### src/pmfe_pkg.sv
// Shared types, constants and saturating helpers of the power metering front end.
// No dependencies.
package pmfe_pkg;

  localparam int ADC_WIDTH_DEF = 12;
  localparam int CFG_IDX_W     = 3;
  localparam int CFG_DATA_W    = 24;

  localparam logic [11:0] MID_CODE_RST   = 12'd2048;
  localparam logic [15:0] HPF_COEF_RST   = 16'd65208;
  localparam logic [13:0] PHASE_COEF_RST = 14'd983;
  localparam logic [23:0] V_GAIN_RST     = 24'd2568811;
  localparam logic [23:0] I_GAIN_RST     = 24'd12033;
  localparam logic [15:0] WIN_SMP_RST    = 16'd4000;
  localparam logic [15:0] WIN_MS_RST     = 16'd1000;

  localparam logic [63:0] EPS_Q32 = 64'd4295;

  typedef enum logic [CFG_IDX_W-1:0] {
    CFG_MID_CODE   = 3'd0,
    CFG_HPF_COEF   = 3'd1,
    CFG_PHASE_COEF = 3'd2,
    CFG_V_GAIN     = 3'd3,
    CFG_I_GAIN     = 3'd4,
    CFG_WIN_SMP    = 3'd5,
    CFG_WIN_MS     = 3'd6
  } cfg_idx_e;

  typedef struct packed {
    logic [11:0] mid_code;
    logic [15:0] hpf_coef;
    logic [13:0] phase_coef;
    logic [23:0] voltage_gain;
    logic [23:0] current_gain;
    logic [15:0] window_samples;
    logic [15:0] window_ms;
  } cfg_t;

  // closed window handed from the sample path to the window math
  typedef struct packed {
    logic [63:0]        sum_i;
    logic [63:0]        sum_v;
    logic signed [63:0] sum_x;
    logic [16:0]        n;
  } win_t;

  function automatic logic signed [31:0] sat32(input logic signed [63:0] v);
    logic signed [31:0] r;
    if (v > 64'sd2147483647) begin
      r = 32'sh7fffffff;
    end else if (v < -64'sd2147483648) begin
      r = 32'sh80000000;
    end else begin
      r = v[31:0];
    end
    return r;
  endfunction

  function automatic logic [63:0] uadd_sat(input logic [63:0] a, input logic [63:0] b);
    logic [64:0] s;
    s = {1'b0, a} + {1'b0, b};
    return s[64] ? {64{1'b1}} : s[63:0];
  endfunction

  function automatic logic signed [63:0] sadd_sat(input logic signed [63:0] a,
                                                  input logic signed [63:0] b);
    logic signed [64:0] s;
    logic signed [63:0] r;
    s = 65'(a) + 65'(b);
    if (s[64] != s[63]) begin
      r = s[64] ? {1'b1, 63'd0} : {1'b0, {63{1'b1}}};
    end else begin
      r = s[63:0];
    end
    return r;
  endfunction

endpackage

### src/pmfe_fifo.sv
// Two-entry queue of closed windows between the sample path and the window math.
// Depends on pmfe_pkg.
module pmfe_fifo (
  input  logic           clk_i,
  input  logic           rst_ni,
  input  logic           push_i,
  input  pmfe_pkg::win_t push_data_i,
  output logic           full_o,
  input  logic           pop_i,
  output logic           valid_o,
  output pmfe_pkg::win_t pop_data_o
);

  pmfe_pkg::win_t mem_q [2];
  logic           wr_ptr_q, rd_ptr_q;
  logic [1:0]     cnt_q;

  assign full_o     = (cnt_q == 2'd2);
  assign valid_o    = (cnt_q != 2'd0);
  assign pop_data_o = mem_q[rd_ptr_q];

  always_ff @(posedge clk_i) begin
    if (push_i) begin
      mem_q[wr_ptr_q] <= push_data_i;
    end
  end

  always_ff @(posedge clk_i or negedge rst_ni) begin
    if (!rst_ni) begin
      wr_ptr_q <= 1'b0;
      rd_ptr_q <= 1'b0;
      cnt_q    <= '0;
    end else begin
      if (push_i) begin
        wr_ptr_q <= ~wr_ptr_q;
      end
      if (pop_i) begin
        rd_ptr_q <= ~rd_ptr_q;
      end
      cnt_q <= cnt_q + {1'b0, push_i} - {1'b0, pop_i};
    end
  end

  assert property (@(posedge clk_i) disable iff (!rst_ni) push_i |-> !full_o)
    else $error("push into full queue");
  assert property (@(posedge clk_i) disable iff (!rst_ni) pop_i |-> valid_o)
    else $error("pop from empty queue");
  assert property (@(posedge clk_i) disable iff (!rst_ni) cnt_q != 2'd3)
    else $error("queue count overflow");

endmodule

### config.mk
export PLATFORM = sky130hd
export DESIGN_NAME = pmfe_fifo
export DESIGN_NICKNAME = d
export VERILOG_FILES = /design/src/pmfe_pkg.sv /design/src/pmfe_fifo.sv
export SDC_FILE = /design/constraint.sdc
export NUM_CORES = 1
export LEC_CHECK = 0
export BUFFER_PORTS_ARGS = -buffer_cell sky130_fd_sc_hd__clkbuf_2
export CAP_MARGIN = 20
export CORE_MARGIN = 4
export CORE_UTILIZATION = 41
export CTS_BUF_LIST = sky130_fd_sc_hd__clkbuf_4 sky130_fd_sc_hd__clkbuf_8
export CTS_CLUSTER_DIAMETER = 40
export CTS_CLUSTER_SIZE = 20
export DETAILED_ROUTE_END_ITERATION = 6
export HOLD_SLACK_MARGIN = 0.12
export PLACE_DENSITY = 0.65
export REMOVE_ABC_BUFFERS = 1
export SYNTH_ARGS = -nofsm -noshare
export SYNTH_HDL_FRONTEND = slang
export SYNTH_SLANG_ARGS = --single-unit
### constraint.sdc
create_clock -name clk_i -period 11.6 [get_ports clk_i]
set_input_delay 2.32 -clock clk_i [delete_from_list [all_inputs] [get_ports clk_i]]
set_output_delay 2.32 -clock clk_i [all_outputs]
set_load 0.01 [all_outputs]
---- Yosys cells after proc, flatten, opt, wreduce, memory -nomap -nowiden ----
Memories as Yosys holds them, arrays and structs flattened.
Index checks and enable logic that the tools add are counted.
word-level totals
  register bits after elaboration ......... 4
  memory bits (writable) .................. 418
  bits of input ports ..................... 213
  logic and storage cells ................. 12
  memories ................................ 1
operators by class
  $add $sub $neg .......................... 2
  equal/unequal tests ..................... 1
  mux-type cells .......................... 2
  bitwise operators ....................... 2
  reduce and logical (&&, ||, !) cells .... 1
memory list
  name   depth  bits a word  rd ports  clocked after memory_dff  write ports  RTL line         source
  mem_q  2      209          1         0                         1            pmfe_fifo.sv:14  pmfe_pkg::win_t mem_q [2];
operators by type and width
  kind                                   count
  adder 2 x 1 -> 2 bit                   1
  == test 2 bit (second input constant)  1
  2-to-1 mux 1 bit                       2
  inverter 1 bit                         2
  nonzero test 2 bit                     1
  subtractor 2 x 1 -> 2 bit              1

---- Longest topological paths before layout ----
Gate-level depths: netlist of run 1.
  word-level depth ........................ 2
  mapped depth ............................ 5
  depth with buffers taken out ............ 5

---- Worst setup path after synthesis of run 1 ----
Ideal clock, no wire load.
  path type ............................... in2reg
  start ................................... in push_i
  end ..................................... mem mem_q[0][0] in the netlist's numbering, enable pin
  setup time .............................. 0.807 ns
  data arrival time ....................... 11.328 ns
  required time ........................... 10.793 ns
  slack ................................... -0.535 ns
  cell stages on the path ................. 1
  path buffers ............................ 0
  cell sequence ........................... nor2b_1
between the ends
  cells in the longest elaborated chain, start to end .. 2
ends and longest elaborated chain
  element                                 RTL line         source
  start: declaration                      pmfe_fifo.sv:6   input logic push_i,
  2-to-1 mux 1 bit                        pmfe_fifo.sv:23  if (push_i) begin
  2-to-1 mux 1 bit (implied by the code)  pmfe_fifo.sv:24  mem_q[wr_ptr_q] <= push_data_i;
  end: declaration                        pmfe_fifo.sv:14
Every way passes these cells.

==> summary.txt, run 1 <==
Critical path
  – Crit Path Category: register to output port
  – Required time of the critical path: 9.28 ns
  – WP data arrival: 3.22 ns
  – R2R depth: 3
  – Worst Path Max Fanout: 78
  – Worst Setup End Kind: output port
  – Crit start category: register

Floorplan
  – # rows: 70
  – Width of the die: 201.5 microns
  – DIE HEIGHT: 201.5 microns
  – Core Region: 36790 sq um
  – Boundary Pins: 424
  – Starting Density: 41.75%
  – Die ar.: 40620 sq um

Yosys
  – #FFs+latches synth: 422
  – Syn. warnings: 0
  – Mapped Area: 15360 sq um
  – Netlist cell types: 12
  – Mean Syn Cell Area: 23.09 sq um
  – Gate Count Post-Synth: 665
  – Register area share after synthesis: 82.39%

Timing
  – RSZ-0062 raised after global routing: no
  – Actual slew at the worst max-slew pin: 1.074 ns
  – Final worst path period share: 47.73%
  – Hold violation count in the final report: 0
  – Final Setup Violations: 0
  – Max Clock Skew: 0.03064 ns
  – Achievable Freq: 0.1806 GHz
  – Minimum clock period: 5.537 ns
  – Max Slew Vio Count: 0
  – Rel. slew slack: 28.43%

Flow run
  – Max-Cap Viols: 0

Global routing
  – Grt met1 use: 17.65%
  – Total GRT Usage: 15.12%
  – Initial antenna violation count: 0
  – M2 GR Usage: 25.63%
  – Gr ovfl total: 0
  – Largest net degree at the start of global routing: 79
  – Vias in the first global route: 8430
  – Met3 Resource Use GR: 5.512%
  – Busiest layer in global routing: met2
  – First-pass GRT wire length: 48070 microns

Clocking
  – Clk slew on worst S/H paths: 0.08 ns
  – Max clock buf depth: 3
  – H-tree levels: 2
  – PostCTS Resize Cnt: 0
  – Setup bufs post-CTS: 0
  – CTS root buf: clkbuf_8
  – CTS tree: built
  – Cts hold-fix bufs: 0
  – TritonCTS buffer count: 52
  – Clk sinks: 422
  – Clk_lat worst skew: 0.61 ns

Detailed routing
  – DRC: 0
  – Vias/cell: 4.760
  – WL final: 31470 microns
  – Detail Route Antenna Nets: 0
  – First-pass DRT Iterations: 4
  – Starting DRC count in detailed routing: 348
  – Vias: 7783
  – Routed WL per cell: 19.25 microns

Power
  – Logic gate share of total power: 28.0%
  – Peak VDD IR: 0.1924 mV
  – Net switching power: 0.001428 W
  – Leakage Power: 7.252 nW
  – Power share of the sequential group: 46.1%
  – Clk pwr share: 25.9%
  – Pint: 0.003171 W
  – PD cells: 240.8 nW/um^2
  – Switching share of power: 31.05%

Final layout
  – Core Util, Final: 51.92%
  – P&R area growth vs syn: 24.36%
  – Fraction of layout cells with a size suffix above 1: 63.15%
  – Non-filler cells in the finished layout: 1635
  – Final nets: 1341
  – # diodes: 0

Placed design
  – Hpwl dp: 20830 microns
  – Placed instance count: 1540
  – IO buf count: 423
  – Gpl congestion: 0.7599

Run status
  – Outcome: completed

Hold path
  – Hold WC Path Type: register to register
  – Hold Path Depth: 1
-- layout by cell type, fill, tap and decap left out --
| master | count |
|---|---|
| edfxtp_1 | 418 |
| inv_1 | 2 |
| clkinv_2 | 2 |
| clkbuf_4 | 1 |
| clkinv_8 | 5 |
| clkbuf_2 | 423 |
| clkinv_4 | 8 |
| nor2b_1 | 1 |
| dfrtp_1 | 3 |
| nor2b_4 | 1 |
| inv_8 | 7 |
| xor3_1 | 1 |
| or2_2 | 1 |
| clkbuf_8 | 53 |
| inv_6 | 8 |
| and2_4 | 1 |
| inv_12 | 1 |
| clkinvlp_4 | 5 |
| xor2_1 | 2 |
| mux2_2 | 209 |
| clkinv_1 | 1 |
| bufinv_16 | 4 |
| dfrtp_4 | 1 |
| ha_1 | 2 |
| buf_4 | 7 |
-- worst paths after layout --
check,start,endpoint,slack [ns]
worst max-delay path,rd_ptr_q,pop_data_o[138],6.06
worst min-delay path,wr_ptr_q,wr_ptr_q,0.58
worst max register to register,wr_ptr_q,mem_q[0][137],8.51
worst min register to register,wr_ptr_q,wr_ptr_q,0.58
max in group asynchronous,rst_ni,rd_ptr_q,9.97
min in group asynchronous,rst_ni,wr_ptr_q,1.49
-- logic make-up (layout without fill, tap and decap cells) --
family | after synthesis | after routing | share of synthesized area [%]
DFF | 422 | 422 | 82.39
buffers and inverters | 25 | 527 | 1.695
muxes | 209 | 209 | 15.33
adders and majority gates | 2 | 2 | 0.1629
and+or+nand+nor | 4 | 4 | 0.1630
xor gates and xnor gates | 3 | 3 | 0.2689
-- worst max-delay path, cell delays in order, from the launching register on --
cell	delay (ns)
dfrtp_4	0.99
buf_4	0.88
mux2_2	0.46
clkbuf_2	0.14
-- cell usage after synthesis (all sizes together) --
library cell	instances	area share, %
and2	1	0.041
buf	23	1.6
dfrtp	4	0.65
edfxtp	418	82
ha	2	0.16
inv	2	0.049
mux2	209	15
nor2b	2	0.081
or2	1	0.041
xor2	2	0.11
xor3	1	0.15
-- layer usage --
layer,vias to the layer above,wire length [microns]
li1,3592,-
met1,3851,11830
met2,286,15920
met3,54,2848
met4,0,881
met5,-,0
-- cell type report --
cell class | count | area (sq um)
repair buffers | 430 | 2170
multi-input cells | 218 | 2455
inverters | 2 | 7.507
clock buffers | 54 | 737.0
flip-flops and latches | 422 | 12660
well taps | 468 | 585.6
fillers | 3011 | 17690
clock inverters | 41 | 488.0
-- sequential cells by signal (all words and copies together) (netlist names) --
signal    flops
wr_ptr_q      1
cnt_q         2
rd_ptr_q      1
mem_q       418
-- power groups by stage --
stage | combinational, W | clock [W] | sequential [W]
after floorplan | 0.000793 | 0 | 0.00228
after global placement | 0.00132 | 0 | 0.00214
after detailed placement | 0.00132 | 0 | 0.00216
after CTS | 0.00133 | 0.00124 | 0.00212
after global routing | 0.00139 | 0.00130 | 0.00215
final | 0.00129 | 0.00119 | 0.00212
-- per-stage QoR --
stage                     cell area (sq um)  worst slack, ns  power, W  setup TNS [ns]  hold slack (ns)
after floorplan                       15100          -0.5348  0.003073         -111.78           0.4555
after global placement                17870            6.448  0.003464               0           0.5307
after detailed placement              17870            6.393  0.003479               0           0.5654
after CTS                             19100            5.920  0.004687               0           0.5843
after global routing                  19100            5.884  0.004837               0           0.6088
final                                 19100            6.063  0.004599               0           0.5765
(Power assumes the default switching activity.)
==> run 2: changes to the inputs <==
- ABC_AREA: unset -> 1
- PLACE_DENSITY: 0.65 -> unset
- clock period: 11.6 -> 5.8 ns (I/O delays scaled with it)
==> run 2 against run 1 <==
Net effect: via count rose by 21%; sequential power up 100%; first-iteration DRC count is 22% higher; clock power rose by 96%; sequential share of layout area shrank 1.3 points; largest cell class unchanged.
==> summary.txt, run 2 <==
Floorplan
  – Boundary Pins: 424 (unchanged)
  – Die ar.: 41520 sq um (was 40620 sq um)
  – Core Region: 37760 sq um (was 36790 sq um)
  – DIE HEIGHT: 203.8 microns (was 201.5 microns)
  – # rows: 71 (was 70)
  – Starting Density: 41.62% (was 41.75%)
  – Width of the die: 203.8 microns (was 201.5 microns)

Detailed routing
  – Routed WL per cell: 15.76 microns (was 19.25 microns)
  – DRC: 0 (unchanged)
  – Vias/cell: 4.452 (was 4.760)
  – WL final: 33340 microns (was 31470 microns)
  – First-pass DRT Iterations: 4 (unchanged)
  – Detail Route Antenna Nets: 0 (unchanged)
  – Starting DRC count in detailed routing: 426 (was 348)
  – Vias: 9415 (was 7783)

Final layout
  – Seq. cell area: 12660 sq um (unchanged)
  – Fraction of layout cells with a size suffix above 1: 33.08% (was 63.15%)
  – Final nets: 1773 (was 1341)
  – Area of the multi-input gates: 1919 sq um (was 2455 sq um)
  – Fillcell total: 3251 (was 3011)
  – Max reg flops: 418 (unchanged)
  – Biggest register: mem_q (unchanged)
  – Core Util, Final: 51.61% (was 51.92%)
  – Leading cell type in the layout, fill and taps excluded: clkbuf_2 (unchanged)
  – P&R area growth vs syn: 23.99% (was 24.36%)
  – Regs by FF count: mem_q x418, cnt_q x2 (unchanged)
  – Most frequent cells in the layout: clkbuf_2 (423), edfxtp_1 (418), nand2_1 (216) (was clkbuf_2 (423), edfxtp_1 (418), mux2_2 (209))

Power
  – Peak VDD IR: 0.3126 mV (was 0.1924 mV)
  – PD cells: 478.9 nW/um^2 (was 240.8 nW/um^2)
  – Leakage Power: 8.360 nW (was 7.252 nW)

Yosys
  – #FFs+latches synth: 422 (unchanged)
  – Netlist cell types: 13 (was 12)
  – Syn. warnings: 0 (unchanged)
  – Largest cells by area after synthesis: edfxtp_1 (80%), inv_1 (5.2%), nand2_1 (5.2%), o21ai_0 (3.4%), o21ai_1 (3.2%) (was edfxtp_1 (82%), mux2_2 (15%), buf_6 (1.6%), dfrtp_1 (0.65%), ha_1 (0.16%))
  – Mapped Area: 15710 sq um (was 15360 sq um)
  – Most frequent cell after synthesis: edfxtp_1 (unchanged)
  – Mean Syn Cell Area: 14.07 sq um (was 23.09 sq um)
  – EDFF count, synth: 418 (unchanged)
  – Async set-reset flop share out of synthesis: 0.9479% (unchanged)
  – Gate Count Post-Synth: 1117 (was 665)
  – Synth top cells by count: edfxtp_1 (418), inv_1 (216), nand2_1 (216) (was edfxtp_1 (418), mux2_2 (209), buf_6 (22))
  – Most used flip-flop cell after synthesis: edfxtp_1 (unchanged)
  – Post-synth top area cell: edfxtp_1 (unchanged)
  – Register area share after synthesis: 80.52% (was 82.39%)
  – Yosys top cell area share: 79.88% (was 81.73%)

Critical path
  – WP data arrival: 2.67 ns (was 3.22 ns)
  – CP Cell Sequence: buf_12 -> o21ai_0 -> clkbuf_2 (was buf_4 -> mux2_2 -> clkbuf_2)
  – Slowest-stage cell, CP: dfrtp_4 (unchanged)
  – Top Family by Delay on Critical Path: flip-flops (was buffers and inverters)
  – Worst Path Max Fanout: 158 (was 78)
  – Required time of the critical path: 4.64 ns (was 9.28 ns)
  – Crit start category: register (unchanged)
  – FF-to-FF Start: wr_ptr_q (unchanged)
  – Buffer and inverter count on the worst path: 2 (unchanged)
  – Worst Setup End Kind: output port (unchanged)
  – Crit Path Category: register to output port (unchanged)
  – Slowest stage delay, CP: 0.93 ns (was 0.99 ns)
  – CP Launch Point: rd_ptr_q (unchanged)

Clocking
  – CTS tree: built (unchanged)
  – Cts hold-fix bufs: 0 (unchanged)
  – TritonCTS buffer count: 55 (was 52)
  – PostCTS Resize Cnt: 0 (unchanged)
  – Clk_lat worst skew: 0.61 ns (about the same)
  – Clk sinks: 422 (unchanged)
  – Max clock buf depth: 3 (unchanged)
  – CTS root buf: clkbuf_8 (unchanged)
  – H-tree levels: 2 (unchanged)
  – Clk slew on worst S/H paths: 0.07 ns (was 0.08 ns)
  – Setup bufs post-CTS: 0 (unchanged)

Flow run
  – Max-Cap Viols: 0 (unchanged)

Global routing
  – First-pass GRT wire length: 50500 microns (was 48070 microns)
  – Initial antenna violation count: 1 (was 0)
  – Gr ovfl total: 0 (unchanged)
  – Total GRT Usage: 15.62% (was 15.12%)
  – Largest net degree at the start of global routing: 159 (was 79)
  – Vias in the first global route: 9282 (was 8430)

Timing
  – Rel. slew slack: 35.09% (was 28.43%)
  – Hold violation count in the final report: 0 (unchanged)
  – Minimum clock period: 3.834 ns
  – Hold WS: 0.3378 ns (was 0.5765 ns)
  – Final worst path period share: 66.10%
  – RSZ-0062 raised after global routing: no (unchanged)
  – Max Clock Skew: 0.02117 ns (was 0.03064 ns)
  – Actual slew at the worst max-slew pin: 0.9737 ns (was 1.074 ns)
  – Setup ws final: 1.966 ns (was 6.063 ns)
  – Max Slew Vio Count: 0 (unchanged)
  – Achievable Freq: 0.2608 GHz
  – Final Setup Violations: 0 (unchanged)

Run status
  – Outcome: completed (unchanged)

Placed design
  – Gpl congestion: 0.7425 (was 0.7599)
  – IO buf count: 423 (unchanged)
  – Hpwl dp: 22220 microns (was 20830 microns)
  – Pre-CTS WS: 2.585 ns (was 6.393 ns)

Hold path
  – Hold WC Path Type: input port to async pin (was register to register)
run 2: changes by cell type in the layout (fill, tap and decap cells not counted), sizes merged, moves of 7 or more:
cell,delta
nand2,+216
o21ai,+209
inv,+208
mux2,-209
clkbuf,+7
clkinv,+7
run 2: path summary, 6_finish.rpt:
check,end,slack (ns),depth (start not counted)
worst max-delay path,pop_data_o[96],1.97,3
worst min-delay path,rd_ptr_q,0.34,1
worst max register to register,mem_q[1][184],3.65,3
worst min register to register,wr_ptr_q,0.54,1
max in group asynchronous,rd_ptr_q,5.32,1
min in group clk_i,wr_ptr_q,0.54,1
run 2: stage by stage:
stage,TNS [ns],cells,power [W],instance area [sq um]
2_1_floorplan,-1515.71,1070,0.006106,15370
3_3_place_gp,0,2011,0.007100,18270
3_5_place_dp,0,2011,0.007137,18270
4_1_cts,0,2112,0.009500,19460
5_1_grt,0,2114,0.009945,19480
6_report,0,2115,0.009332,19480
run 2: per-layer routing:
layer	vias up	track usage, %	share of wire, %
met3	66	6.297	10
met2	313	25.43	48
met5	-	0	0
li1	4668	-	-
met4	0	6.408	3.0
met1	4368	18.58	39
run 2: cells by family after synthesis:
family | after synthesis | synth area share, %
flops | 422 | 80.52
buf+inv | 263 | 7.317
simple gates | 219 | 5.239
compound gates | 209 | 6.657
xor+xnor | 2 | 0.1115
fa+ha+maj | 2 | 0.1592
run 2: cell type report:
cell class              count  share of cell area [%]
repair buffers            431                   11.56
multi-input cells         432                   9.851
diodes                      2                 0.02569
well taps                 511                   3.282
flip-flops and latches    422                   64.96
clock inverters            40                   1.946
inverters                 216                   4.200
clock buffers              61                   4.181
run 2: report_power, final:
group          internal, W  switching (W)
clock network      0.00117        0.00116
registers          0.00404       0.000195
logic             0.000904        0.00186
run 2: worst reg2reg max path, delay by kind of cell (launching register included):
| family | cells | cell delay, ns |
|---|---|---|
| flops | 1 | 0.42 |
| simple gates | 1 | 0.16 |
| buf+inv | 2 | 1.11 |
